--- config.mk ---
export PLATFORM = sky130hd
export DESIGN_NAME = finite_time_consensus_step
export DESIGN_NICKNAME = d
export VERILOG_FILES = /design/src/rtl/fcs_pkg.sv /design/src/rtl/finite_time_consensus_step.sv /design/src/rtl/fcs_sqrt.sv
export VERILOG_INCLUDE_DIRS = /design/src /design/src/rtl
export SDC_FILE = /design/constraint.sdc
export NUM_CORES = 2
export LEC_CHECK = 0
export ABC_AREA = 1
export BUFFER_PORTS_ARGS = -buffer_cell sky130_fd_sc_hd__buf_2
export CAP_MARGIN = 20
export CELL_PAD_IN_SITES_DETAIL_PLACEMENT = 1
export CELL_PAD_IN_SITES_GLOBAL_PLACEMENT = 1
export CORE_MARGIN = 5
export CORE_UTILIZATION = 49
export CTS_CLUSTER_SIZE = 16
export DETAILED_ROUTE_END_ITERATION = 10
export GPL_ROUTABILITY_DRIVEN = 0
export PLACE_DENSITY_LB_ADDON = 0.1
export SKIP_LAST_GASP = 1
export SLEW_MARGIN = 20
export SYNTH_ARGS = -nofsm -noshare
export SYNTH_HDL_FRONTEND = slang
export SYNTH_HIERARCHICAL = 1
export SYNTH_SLANG_ARGS = --single-unit
--- constraint.sdc ---
create_clock -name clk -period 10.1 [get_ports clk]
set_input_delay 2.02 -clock clk [delete_from_list [all_inputs] [get_ports clk]]
set_output_delay 2.02 -clock clk [all_outputs]
set_load 0.02 [all_outputs]
--- src/rtl/finite_time_consensus_step_defines.svh ---
// Assertion macros of the consensus step RTL.
`ifndef FINITE_TIME_CONSENSUS_STEP_DEFINES_SVH
`define FINITE_TIME_CONSENSUS_STEP_DEFINES_SVH

// Assertion with reset disable.
`define FCS_ASSERT(lbl, prop, msg) \
  lbl: assert property (@(posedge clk) disable iff (rst) (prop)) else $error(msg);

// Assertion that also holds during reset.
`define FCS_ASSERT_ALWAYS(lbl, prop, msg) \
  lbl: assert property (@(posedge clk) (prop)) else $error(msg);

`endif

--- src/rtl/fcs_pkg.sv ---
// Shared types and constants of the consensus step block.
package fcs_pkg;

  localparam int MAX_NEIGHBORS_DEF = 8;
  localparam int FRAC_BITS_DEF     = 10;
  localparam int VAL_W             = 31;
  localparam int STEP_W            = 20;
  localparam int NU_W              = 32;
  localparam int ADDR_W            = 5;
  localparam logic [VAL_W-1:0] VALUE_MAX = {VAL_W{1'b1}};

  typedef enum logic [1:0] {
    REQ_NEIGHBOR = 2'd0,
    REQ_TICK     = 2'd1,
    REQ_LOAD     = 2'd2,
    REQ_NONE     = 2'd3
  } req_t;

  typedef enum logic [2:0] {
    REG_STEP      = 3'd0,
    REG_RATE      = 3'd1,
    REG_THR_ON    = 3'd2,
    REG_THR_OFF   = 3'd3,
    REG_INIT_POS  = 3'd4,
    REG_INIT_VIRT = 3'd5,
    REG_INIT_GAIN = 3'd6,
    REG_UNUSED    = 3'd7
  } reg_idx_t;

  // Square root unit status.
  typedef struct packed {
    logic busy;
    logic done;
  } sq_stat_t;

endpackage

--- src/rtl/finite_time_consensus_step.sv ---
// Neighbor update and load words are taken back to back. A tick passes
// the neighbor scan, a square root for each enabled slot that differs from
// z, and the rate, multiply and add steps for x, z and gain before out_valid
// rises. Throughput: one word at a time; the bit-serial square root unit
// dominates the tick time, and a new word is taken once the tick result
// moves to the output register, held off while the last result waits.
// Reset (rst, synchronous): clears state, neighbor slots, flag and registers
// (step_size to 1); no clearing pass is needed.
module finite_time_consensus_step import fcs_pkg::*; #(
  parameter int MAX_NEIGHBORS = MAX_NEIGHBORS_DEF,
  parameter int FRAC_BITS     = FRAC_BITS_DEF
) (
  input  logic                clk,
  input  logic                rst,
  // configuration port
  input  logic                psel,
  input  logic                penable,
  input  logic                pwrite,
  input  logic [ADDR_W-1:0]   paddr,
  input  logic [31:0]         pwdata,
  output logic [31:0]         prdata,
  output logic                pready,
  // input words
  input  logic                in_valid,
  output logic                in_ready,
  input  logic [1:0]          req_type,
  input  logic [2:0]          neighbor_index,
  input  logic [VAL_W-1:0]    neighbor_value,
  input  logic                neighbor_on,
  input  logic signed [NU_W-1:0] disturbance_value,
  // result words
  output logic                out_valid,
  input  logic                out_ready,
  output logic [VAL_W-1:0]    position_out,
  output logic [VAL_W-1:0]    virtual_out,
  output logic [VAL_W-1:0]    gain_out,
  output logic                adapting
);

`include "finite_time_consensus_step_defines.svh"

  localparam int RAD_W    = VAL_W + FRAC_BITS;
  localparam int ROOT_W   = (RAD_W + 1) / 2;
  localparam int NB_IDX_W = (MAX_NEIGHBORS > 1) ? $clog2(MAX_NEIGHBORS) : 1;
  localparam int NB_CNT_W = $clog2(MAX_NEIGHBORS + 1);
  // coupling sum: up to MAX_NEIGHBORS roots of either sign
  localparam int GI_W     = ROOT_W + $clog2(MAX_NEIGHBORS + 1) + 1;
  // Euler rate: gi - gain*sign + nu
  localparam int RATE_W   = ((GI_W > NU_W + 1) ? GI_W : NU_W + 1) + 2;
  localparam int PROD_W   = RATE_W + STEP_W + 1;
  localparam int ACC_W    = ((VAL_W + 1 + FRAC_BITS > PROD_W) ?
                             VAL_W + 1 + FRAC_BITS : PROD_W) + 1;

  typedef enum logic [2:0] {
    S_IDLE, S_NB, S_SQ, S_RATE, S_MUL, S_ADD, S_DONE
  } state_t;

  state_t state;

  // configuration registers
  logic [STEP_W-1:0] step_size;
  logic [VAL_W-1:0]  gain_rate, threshold_on, threshold_off;
  logic [VAL_W-1:0]  initial_position, initial_virtual, initial_gain;

  // node state
  logic [VAL_W-1:0]  position, virtual_position, adaptive_gain;
  logic              adapt_flag;
  logic [VAL_W-1:0]  nb_value [MAX_NEIGHBORS];
  logic [MAX_NEIGHBORS-1:0] nb_valid;

  // tick working registers
  logic signed [NU_W-1:0]   nu;
  logic                     sig_pos, sig_neg;
  logic [NB_CNT_W-1:0]      nb_cnt;
  logic signed [GI_W-1:0]   gi;
  logic                     d_pos;
  logic [1:0]               k;
  logic signed [RATE_W-1:0] rate;
  logic signed [PROD_W-1:0] prod;

  // ---------------- configuration port ----------------
  logic     cfg_wr;
  reg_idx_t cfg_idx;

  assign pready  = 1'b1;
  assign cfg_wr  = psel && penable && pwrite && pready;
  assign cfg_idx = reg_idx_t'(paddr[4:2]);

  always_comb begin
    unique case (cfg_idx)
      REG_STEP:      prdata = 32'(step_size);
      REG_RATE:      prdata = 32'(gain_rate);
      REG_THR_ON:    prdata = 32'(threshold_on);
      REG_THR_OFF:   prdata = 32'(threshold_off);
      REG_INIT_POS:  prdata = 32'(initial_position);
      REG_INIT_VIRT: prdata = 32'(initial_virtual);
      REG_INIT_GAIN: prdata = 32'(initial_gain);
      default:       prdata = '0;
    endcase
  end

  always_ff @(posedge clk) begin
    if (rst) begin
      step_size        <= STEP_W'(1);
      gain_rate        <= '0;
      threshold_on     <= '0;
      threshold_off    <= '0;
      initial_position <= '0;
      initial_virtual  <= '0;
      initial_gain     <= '0;
    end else if (cfg_wr) begin
      unique case (cfg_idx)
        REG_STEP:      step_size        <= pwdata[STEP_W-1:0];
        REG_RATE:      gain_rate        <= pwdata[VAL_W-1:0];
        REG_THR_ON:    threshold_on     <= pwdata[VAL_W-1:0];
        REG_THR_OFF:   threshold_off    <= pwdata[VAL_W-1:0];
        REG_INIT_POS:  initial_position <= pwdata[VAL_W-1:0];
        REG_INIT_VIRT: initial_virtual  <= pwdata[VAL_W-1:0];
        REG_INIT_GAIN: initial_gain     <= pwdata[VAL_W-1:0];
        default: ;
      endcase
    end
  end

  // ---------------- tick datapath ----------------
  logic                   in_acc;
  logic signed [VAL_W+1:0] sigma;
  logic [VAL_W:0]         mag;
  logic [VAL_W-1:0]       nb_sel;
  logic signed [VAL_W+1:0] diff;
  logic [VAL_W-1:0]       adiff;
  logic                   sq_start;
  logic [ROOT_W-1:0]      sq_root;
  sq_stat_t               sq_stat;
  logic                   nb_end;

  assign in_ready = (state == S_IDLE);
  assign in_acc   = in_valid && in_ready;
  assign nb_end   = (nb_cnt == NB_CNT_W'(MAX_NEIGHBORS));

  always_comb begin
    sigma  = $signed({2'b00, position}) - $signed({2'b00, virtual_position});
    mag    = sigma[VAL_W+1] ? (VAL_W+1)'(-sigma) : (VAL_W+1)'(sigma);
    nb_sel = nb_value[nb_cnt[NB_IDX_W-1:0]];
    diff   = $signed({2'b00, virtual_position}) - $signed({2'b00, nb_sel});
    adiff  = diff[VAL_W+1] ? VAL_W'(-diff) : VAL_W'(diff);
    // skip a slot that is off, equal, or past the end of the table
    sq_start = (state == S_NB) && !nb_end && nb_valid[nb_cnt[NB_IDX_W-1:0]]
               && (diff != '0);
  end

  fcs_sqrt #(.RADIX_W(RAD_W)) u_sqrt (
    .clk      (clk),
    .rst      (rst),
    .start    (sq_start),
    .radicand (RAD_W'(adiff) << FRAC_BITS),
    .root     (sq_root),
    .stat     (sq_stat)
  );

  // Euler rate for the three updates: x, then z, then gain
  logic signed [RATE_W-1:0] rate_next;
  logic signed [RATE_W-1:0] gain_term;

  always_comb begin
    gain_term = sig_pos ? RATE_W'($signed({1'b0, adaptive_gain})) :
                sig_neg ? -RATE_W'($signed({1'b0, adaptive_gain})) : '0;
    case (k)
      2'd0:    rate_next = RATE_W'(gi) - gain_term + RATE_W'(nu);
      2'd1:    rate_next = RATE_W'(gi);
      default: rate_next = adapt_flag ? RATE_W'($signed({1'b0, gain_rate})) : '0;
    endcase
  end

  // accumulate, floor by 2^F, clamp to [0, VALUE_MAX]
  logic [VAL_W-1:0]        v_sel;
  logic signed [ACC_W-1:0] acc;
  logic signed [ACC_W-1:0] q;
  logic [VAL_W-1:0]        v_new;

  always_comb begin
    case (k)
      2'd0:    v_sel = position;
      2'd1:    v_sel = virtual_position;
      default: v_sel = adaptive_gain;
    endcase
    acc = $signed(ACC_W'(v_sel) << FRAC_BITS) + ACC_W'(prod);
    q   = acc >>> FRAC_BITS;
    // negative or zero sum clamps to zero
    if (acc[ACC_W-1] || (acc == '0))
      v_new = '0;
    else if (q > $signed(ACC_W'(VALUE_MAX)))
      v_new = VALUE_MAX;
    else
      v_new = q[VAL_W-1:0];
  end

  // ---------------- sequencer ----------------
  always_ff @(posedge clk) begin
    if (rst) begin
      state            <= S_IDLE;
      out_valid        <= 1'b0;
      position         <= '0;
      virtual_position <= '0;
      adaptive_gain    <= '0;
      adapt_flag       <= 1'b0;
      nb_valid         <= '0;
      nb_cnt           <= '0;
      k                <= '0;
      for (int j = 0; j < MAX_NEIGHBORS; j++) nb_value[j] <= '0;
    end else begin
      if (out_valid && out_ready && (state != S_DONE)) out_valid <= 1'b0;
      unique case (state)
        S_IDLE: begin
          if (in_acc) begin
            case (req_type)
              REQ_NEIGHBOR: begin
                for (int j = 0; j < MAX_NEIGHBORS; j++) begin
                  if (32'(neighbor_index) == j) begin
                    nb_value[j] <= neighbor_value;
                    nb_valid[j] <= neighbor_on;
                  end
                end
              end
              REQ_LOAD: begin
                position         <= initial_position;
                virtual_position <= initial_virtual;
                adaptive_gain    <= initial_gain;
              end
              REQ_TICK: begin
                nu      <= disturbance_value;
                sig_pos <= !sigma[VAL_W+1] && (sigma != '0);
                sig_neg <= sigma[VAL_W+1];
                gi      <= '0;
                nb_cnt  <= '0;
                k       <= '0;
                // hysteresis on the old |x-z|
                if (!adapt_flag) begin
                  if (mag > {1'b0, threshold_on}) adapt_flag <= 1'b1;
                end else begin
                  if (mag <= {1'b0, threshold_off}) adapt_flag <= 1'b0;
                end
                state <= S_NB;
              end
              default: ;
            endcase
          end
        end
        S_NB: begin
          if (nb_end) begin
            state <= S_RATE;
          end else if (sq_start) begin
            d_pos <= !diff[VAL_W+1];
            state <= S_SQ;
          end else begin
            nb_cnt <= nb_cnt + 1'b1;
          end
        end
        S_SQ: begin
          if (sq_stat.done) begin
            gi     <= d_pos ? gi - GI_W'($signed({1'b0, sq_root}))
                            : gi + GI_W'($signed({1'b0, sq_root}));
            nb_cnt <= nb_cnt + 1'b1;
            state  <= S_NB;
          end
        end
        S_RATE: begin
          rate  <= rate_next;
          state <= S_MUL;
        end
        S_MUL: begin
          prod  <= PROD_W'($signed({1'b0, step_size})) * PROD_W'(rate);
          state <= S_ADD;
        end
        S_ADD: begin
          case (k)
            2'd0:    position         <= v_new;
            2'd1:    virtual_position <= v_new;
            default: adaptive_gain    <= v_new;
          endcase
          if (k == 2'd2) begin
            state <= S_DONE;
          end else begin
            k     <= k + 1'b1;
            state <= S_RATE;
          end
        end
        S_DONE: begin
          // output register frees the datapath once the last word is taken
          if (!out_valid || out_ready) begin
            position_out <= position;
            virtual_out  <= virtual_position;
            gain_out     <= adaptive_gain;
            adapting     <= adapt_flag;
            out_valid    <= 1'b1;
            state        <= S_IDLE;
          end
        end
        default: state <= S_IDLE;
      endcase
    end
  end

  // ---------------- checks ----------------
  `FCS_ASSERT(a_sq_in_sq_state, sq_stat.busy |-> (state == S_SQ), "sqrt busy outside wait state")
  `FCS_ASSERT(a_tick_blocks, (in_acc && req_type == REQ_TICK) |=> !in_ready, "tick did not hold off input")
  `FCS_ASSERT(a_sq_start_idle, sq_start |-> !sq_stat.busy, "sqrt restarted while busy")
  `FCS_ASSERT(a_cnt_range, nb_cnt <= NB_CNT_W'(MAX_NEIGHBORS), "neighbor count out of range")

endmodule

--- src/rtl/fcs_sqrt.sv ---
// Bit-serial integer square root, one root bit per cycle.
module fcs_sqrt import fcs_pkg::*; #(
  parameter int RADIX_W = 41
) (
  input  logic                       clk,
  input  logic                       rst,
  input  logic                       start,
  input  logic [RADIX_W-1:0]         radicand,
  output logic [(RADIX_W+1)/2-1:0]   root,
  output sq_stat_t                   stat
);

  localparam int ROOT_W = (RADIX_W + 1) / 2;
  localparam int CNT_W  = $clog2(ROOT_W + 1);

  logic [2*ROOT_W-1:0] rad;
  logic [ROOT_W:0]     remd;
  logic [ROOT_W-1:0]   rootq;
  logic [CNT_W-1:0]    cnt;
  logic                busy;
  logic                done;

  logic [ROOT_W+2:0]   rem_sh;
  logic [ROOT_W+2:0]   trial;
  logic                ge;
  logic [ROOT_W+2:0]   rem_new;

  always_comb begin
    rem_sh  = {remd, rad[2*ROOT_W-1 -: 2]};
    trial   = {1'b0, rootq, 2'b01};
    ge      = (rem_sh >= trial);
    rem_new = ge ? (rem_sh - trial) : rem_sh;
  end

  always_ff @(posedge clk) begin
    if (rst) begin
      busy <= 1'b0;
      done <= 1'b0;
    end else begin
      done <= 1'b0;
      if (start) begin
        rad   <= (2*ROOT_W)'(radicand);
        remd  <= '0;
        rootq <= '0;
        cnt   <= CNT_W'(ROOT_W);
        busy  <= 1'b1;
      end else if (busy) begin
        rad   <= rad << 2;
        remd  <= rem_new[ROOT_W:0];
        rootq <= {rootq[ROOT_W-2:0], ge};
        cnt   <= cnt - 1'b1;
        if (cnt == CNT_W'(1)) begin
          busy <= 1'b0;
          done <= 1'b1;
        end
      end
    end
  end

  assign root      = rootq;
  assign stat.busy = busy;
  assign stat.done = done;

endmodule

==> results.json <==
{
  "status": "finished clean",
  "hpwlAfterDp_mm": 245,
  "grt_usage_pct": 35.9,
  "critPathRequiredTime_ns": 10.57,
  "drtPass1Iterations": 6,
  "grt_max_degree": 103,
  "postCtsSetupBuffers": 0,
  "critPathSlowestCell": "dfxtp_1",
  "tightest_slew_ns": 1.20,
  "leakage_nw": 43.8,
  "finClkSkew_ns": 0.0604,
  "drv_cap": 0,
  "ant_nets": 0,
  "drc": 0,
  "io_buffer_count": 236,
  "cp_common_cell": "fa_1",
  "maxSlewViolCount": 0,
  "cp_max_fo": 21,
  "rsz0062_at_grt": "false",
  "drive_above_1_share_pct": 6.87,
  "hold_viol": 0,
  "slew_headroom_pct": 19.8,
  "routed_wl_mm": 315,
  "critical_path.endpoint_type": "flip-flop",
  "coreArea_um2": 163000,
  "fillCellCount": 20300,
  "via_per_inst": 5.74,
  "cp_data_arrival_time_ns": 9.03,
  "netlist_area_um2": 80200,
  "wire_per_inst_um": 24.8,
  "cts_tree": "yes",
  "syn_to_final_growth_pct": 8.73,
  "cts.repair.resized": 0,
  "grt_pass1_wl_mm": 470,
  "clock_sinks": 907,
  "finalCritPeriodShare_pct": 84.7,
  "drtIter0Drc": 6086,
  "clk_pin_slew_ns": 0.06,
  "htree_num_levels": 3,
  "antenna_found_initial": 24,
  "crit_path_max_incr_delay_ns": 0.94,
  "cts_hold_buf": 0,
  "max_freq_mhz": 117,
  "nNetsFinal": 11600,
  "vias": 72700,
  "clk_path_buf_depth": 3,
  "yosysWarnings": 6,
  "synth_cells": 10300,
  "irDropWorstVdd_mv": 0.183,
  "overflow": 0,
  "cts_buffers": 104,
  "dieArea_um2": 172000,
  "fin_crit_ns": 8.56,
  "die_x_um": 415,
  "std_cell_rows": 148,
  "fin_total_pwr_w": 0.0136,
  "grt_pass1_vias": 77100,
  "initial_core_util_pct": 49.3,
  "root_buffer": "clkbuf_16",
  "insertion_delay_ns": 0.78,
  "cp-start-kind": "flip-flop",
  "p_per_area_nw_per_um2": 156,
  "hold_path_class": "reg -> reg",
  "io_pins": 242,
  "finalSetupViolCount": 0,
  "final.setup.tns_ns": 0,
  "avgSynthCellArea_um2": 7.76,
  "chipHeight_um": 415,
  "critPathKind": "reg -> reg"
}
metrics by stage:
stage	hold WS (ns)	setup slack (ns)	cell area, um2	utilization [%]	std cells
after floorplan	0.406	0.648	80200	-	10300
after global placement	0.463	2.07	83500	51.3	12500
after detailed placement	0.476	1.74	83500	51.3	12500
after CTS	0.491	1.67	87200	53.5	12700
after global routing	0.519	1.37	87200	53.6	12700
final	0.489	1.54	87200	53.6	12700
layer usage:
metal / part of all wire, % / GRT usage (%)
met4: 7.8 / 23.5
met3: 7.3 / 6.17
met5: 0.025 / 0
met1: 38 / 43.1
met2: 47 / 59.5
layout make-up:
cell class,count,area (um2),share of cell area (%)
Inverter,2129,8000,9.18
Timing Repair Buffer,355,2110,2.42
Multi-Input combinational cell,6899,46700,53.5
Antenna cell,9,22.5,0.0258
Tap cell,2175,2720,3.12
Sequential cell,907,24000,27.5
Clock buffer,125,2770,3.18
Clock inverter,73,871,0.999
report_power, final:
part / internal, W / total [W] / switching (W)
combinational: 0.00160 / 0.00522 / 0.00362
clock: 0.00234 / 0.00410 / 0.00176
sequential: 0.00411 / 0.00428 / 0.000165
state kept, by name, summed over array words and instances, names as in the netlist, 22 cells and up, named ones only:
register and cells:
adaptive_gain 31, gain_out 31, gain_rate 31, gi 26, initial_gain 31, initial_position 31
initial_virtual 31, nb_value 248, nu 32, position 31, position_out 31, prod 56
rate 35, threshold_off 31, threshold_on 31, u_sqrt/rad 42, u_sqrt/remd 22, virtual_out 31
virtual_position 31
cells in the final DEF (no fill, tap or decap), drive strengths merged, types with 63 or more instances in the layout:
master  count
nand2    2265
inv      2129
nor2     1159
fa        727
o21ai     662
a21oi     619
edfxtp    584
ha        390
buf       355
dfxtp     323
nand3     301
clkbuf    125
xor2      121
nor3       90
o221ai     80
nand4      77
xnor2      63
worst paths after layout:
check	slack (ns)	to	cells after the start	start
min	0.49	nb_valid[2]	2	nb_valid[2]
min reg2reg	0.49	nb_valid[2]	2	nb_valid[2]
max	1.54	prod[55]	25	step_size[3]
max reg2reg	1.54	prod[55]	25	step_size[3]
worst max-delay path, delay by kind of cell (launching register included):
| family | cells | cell delay, ns |
|---|---|---|
| AOI/OAI and AO/OA | 3 | 0.61 |
| buffers and inverters | 6 | 0.70 |
| adders and majority gates | 8 | 3.96 |
| and+or+nand+nor | 7 | 1.74 |
| DFF | 1 | 0.94 |
| xor gates and xnor gates | 1 | 0.28 |
Note: power is estimated with default switching activity, not from simulation.
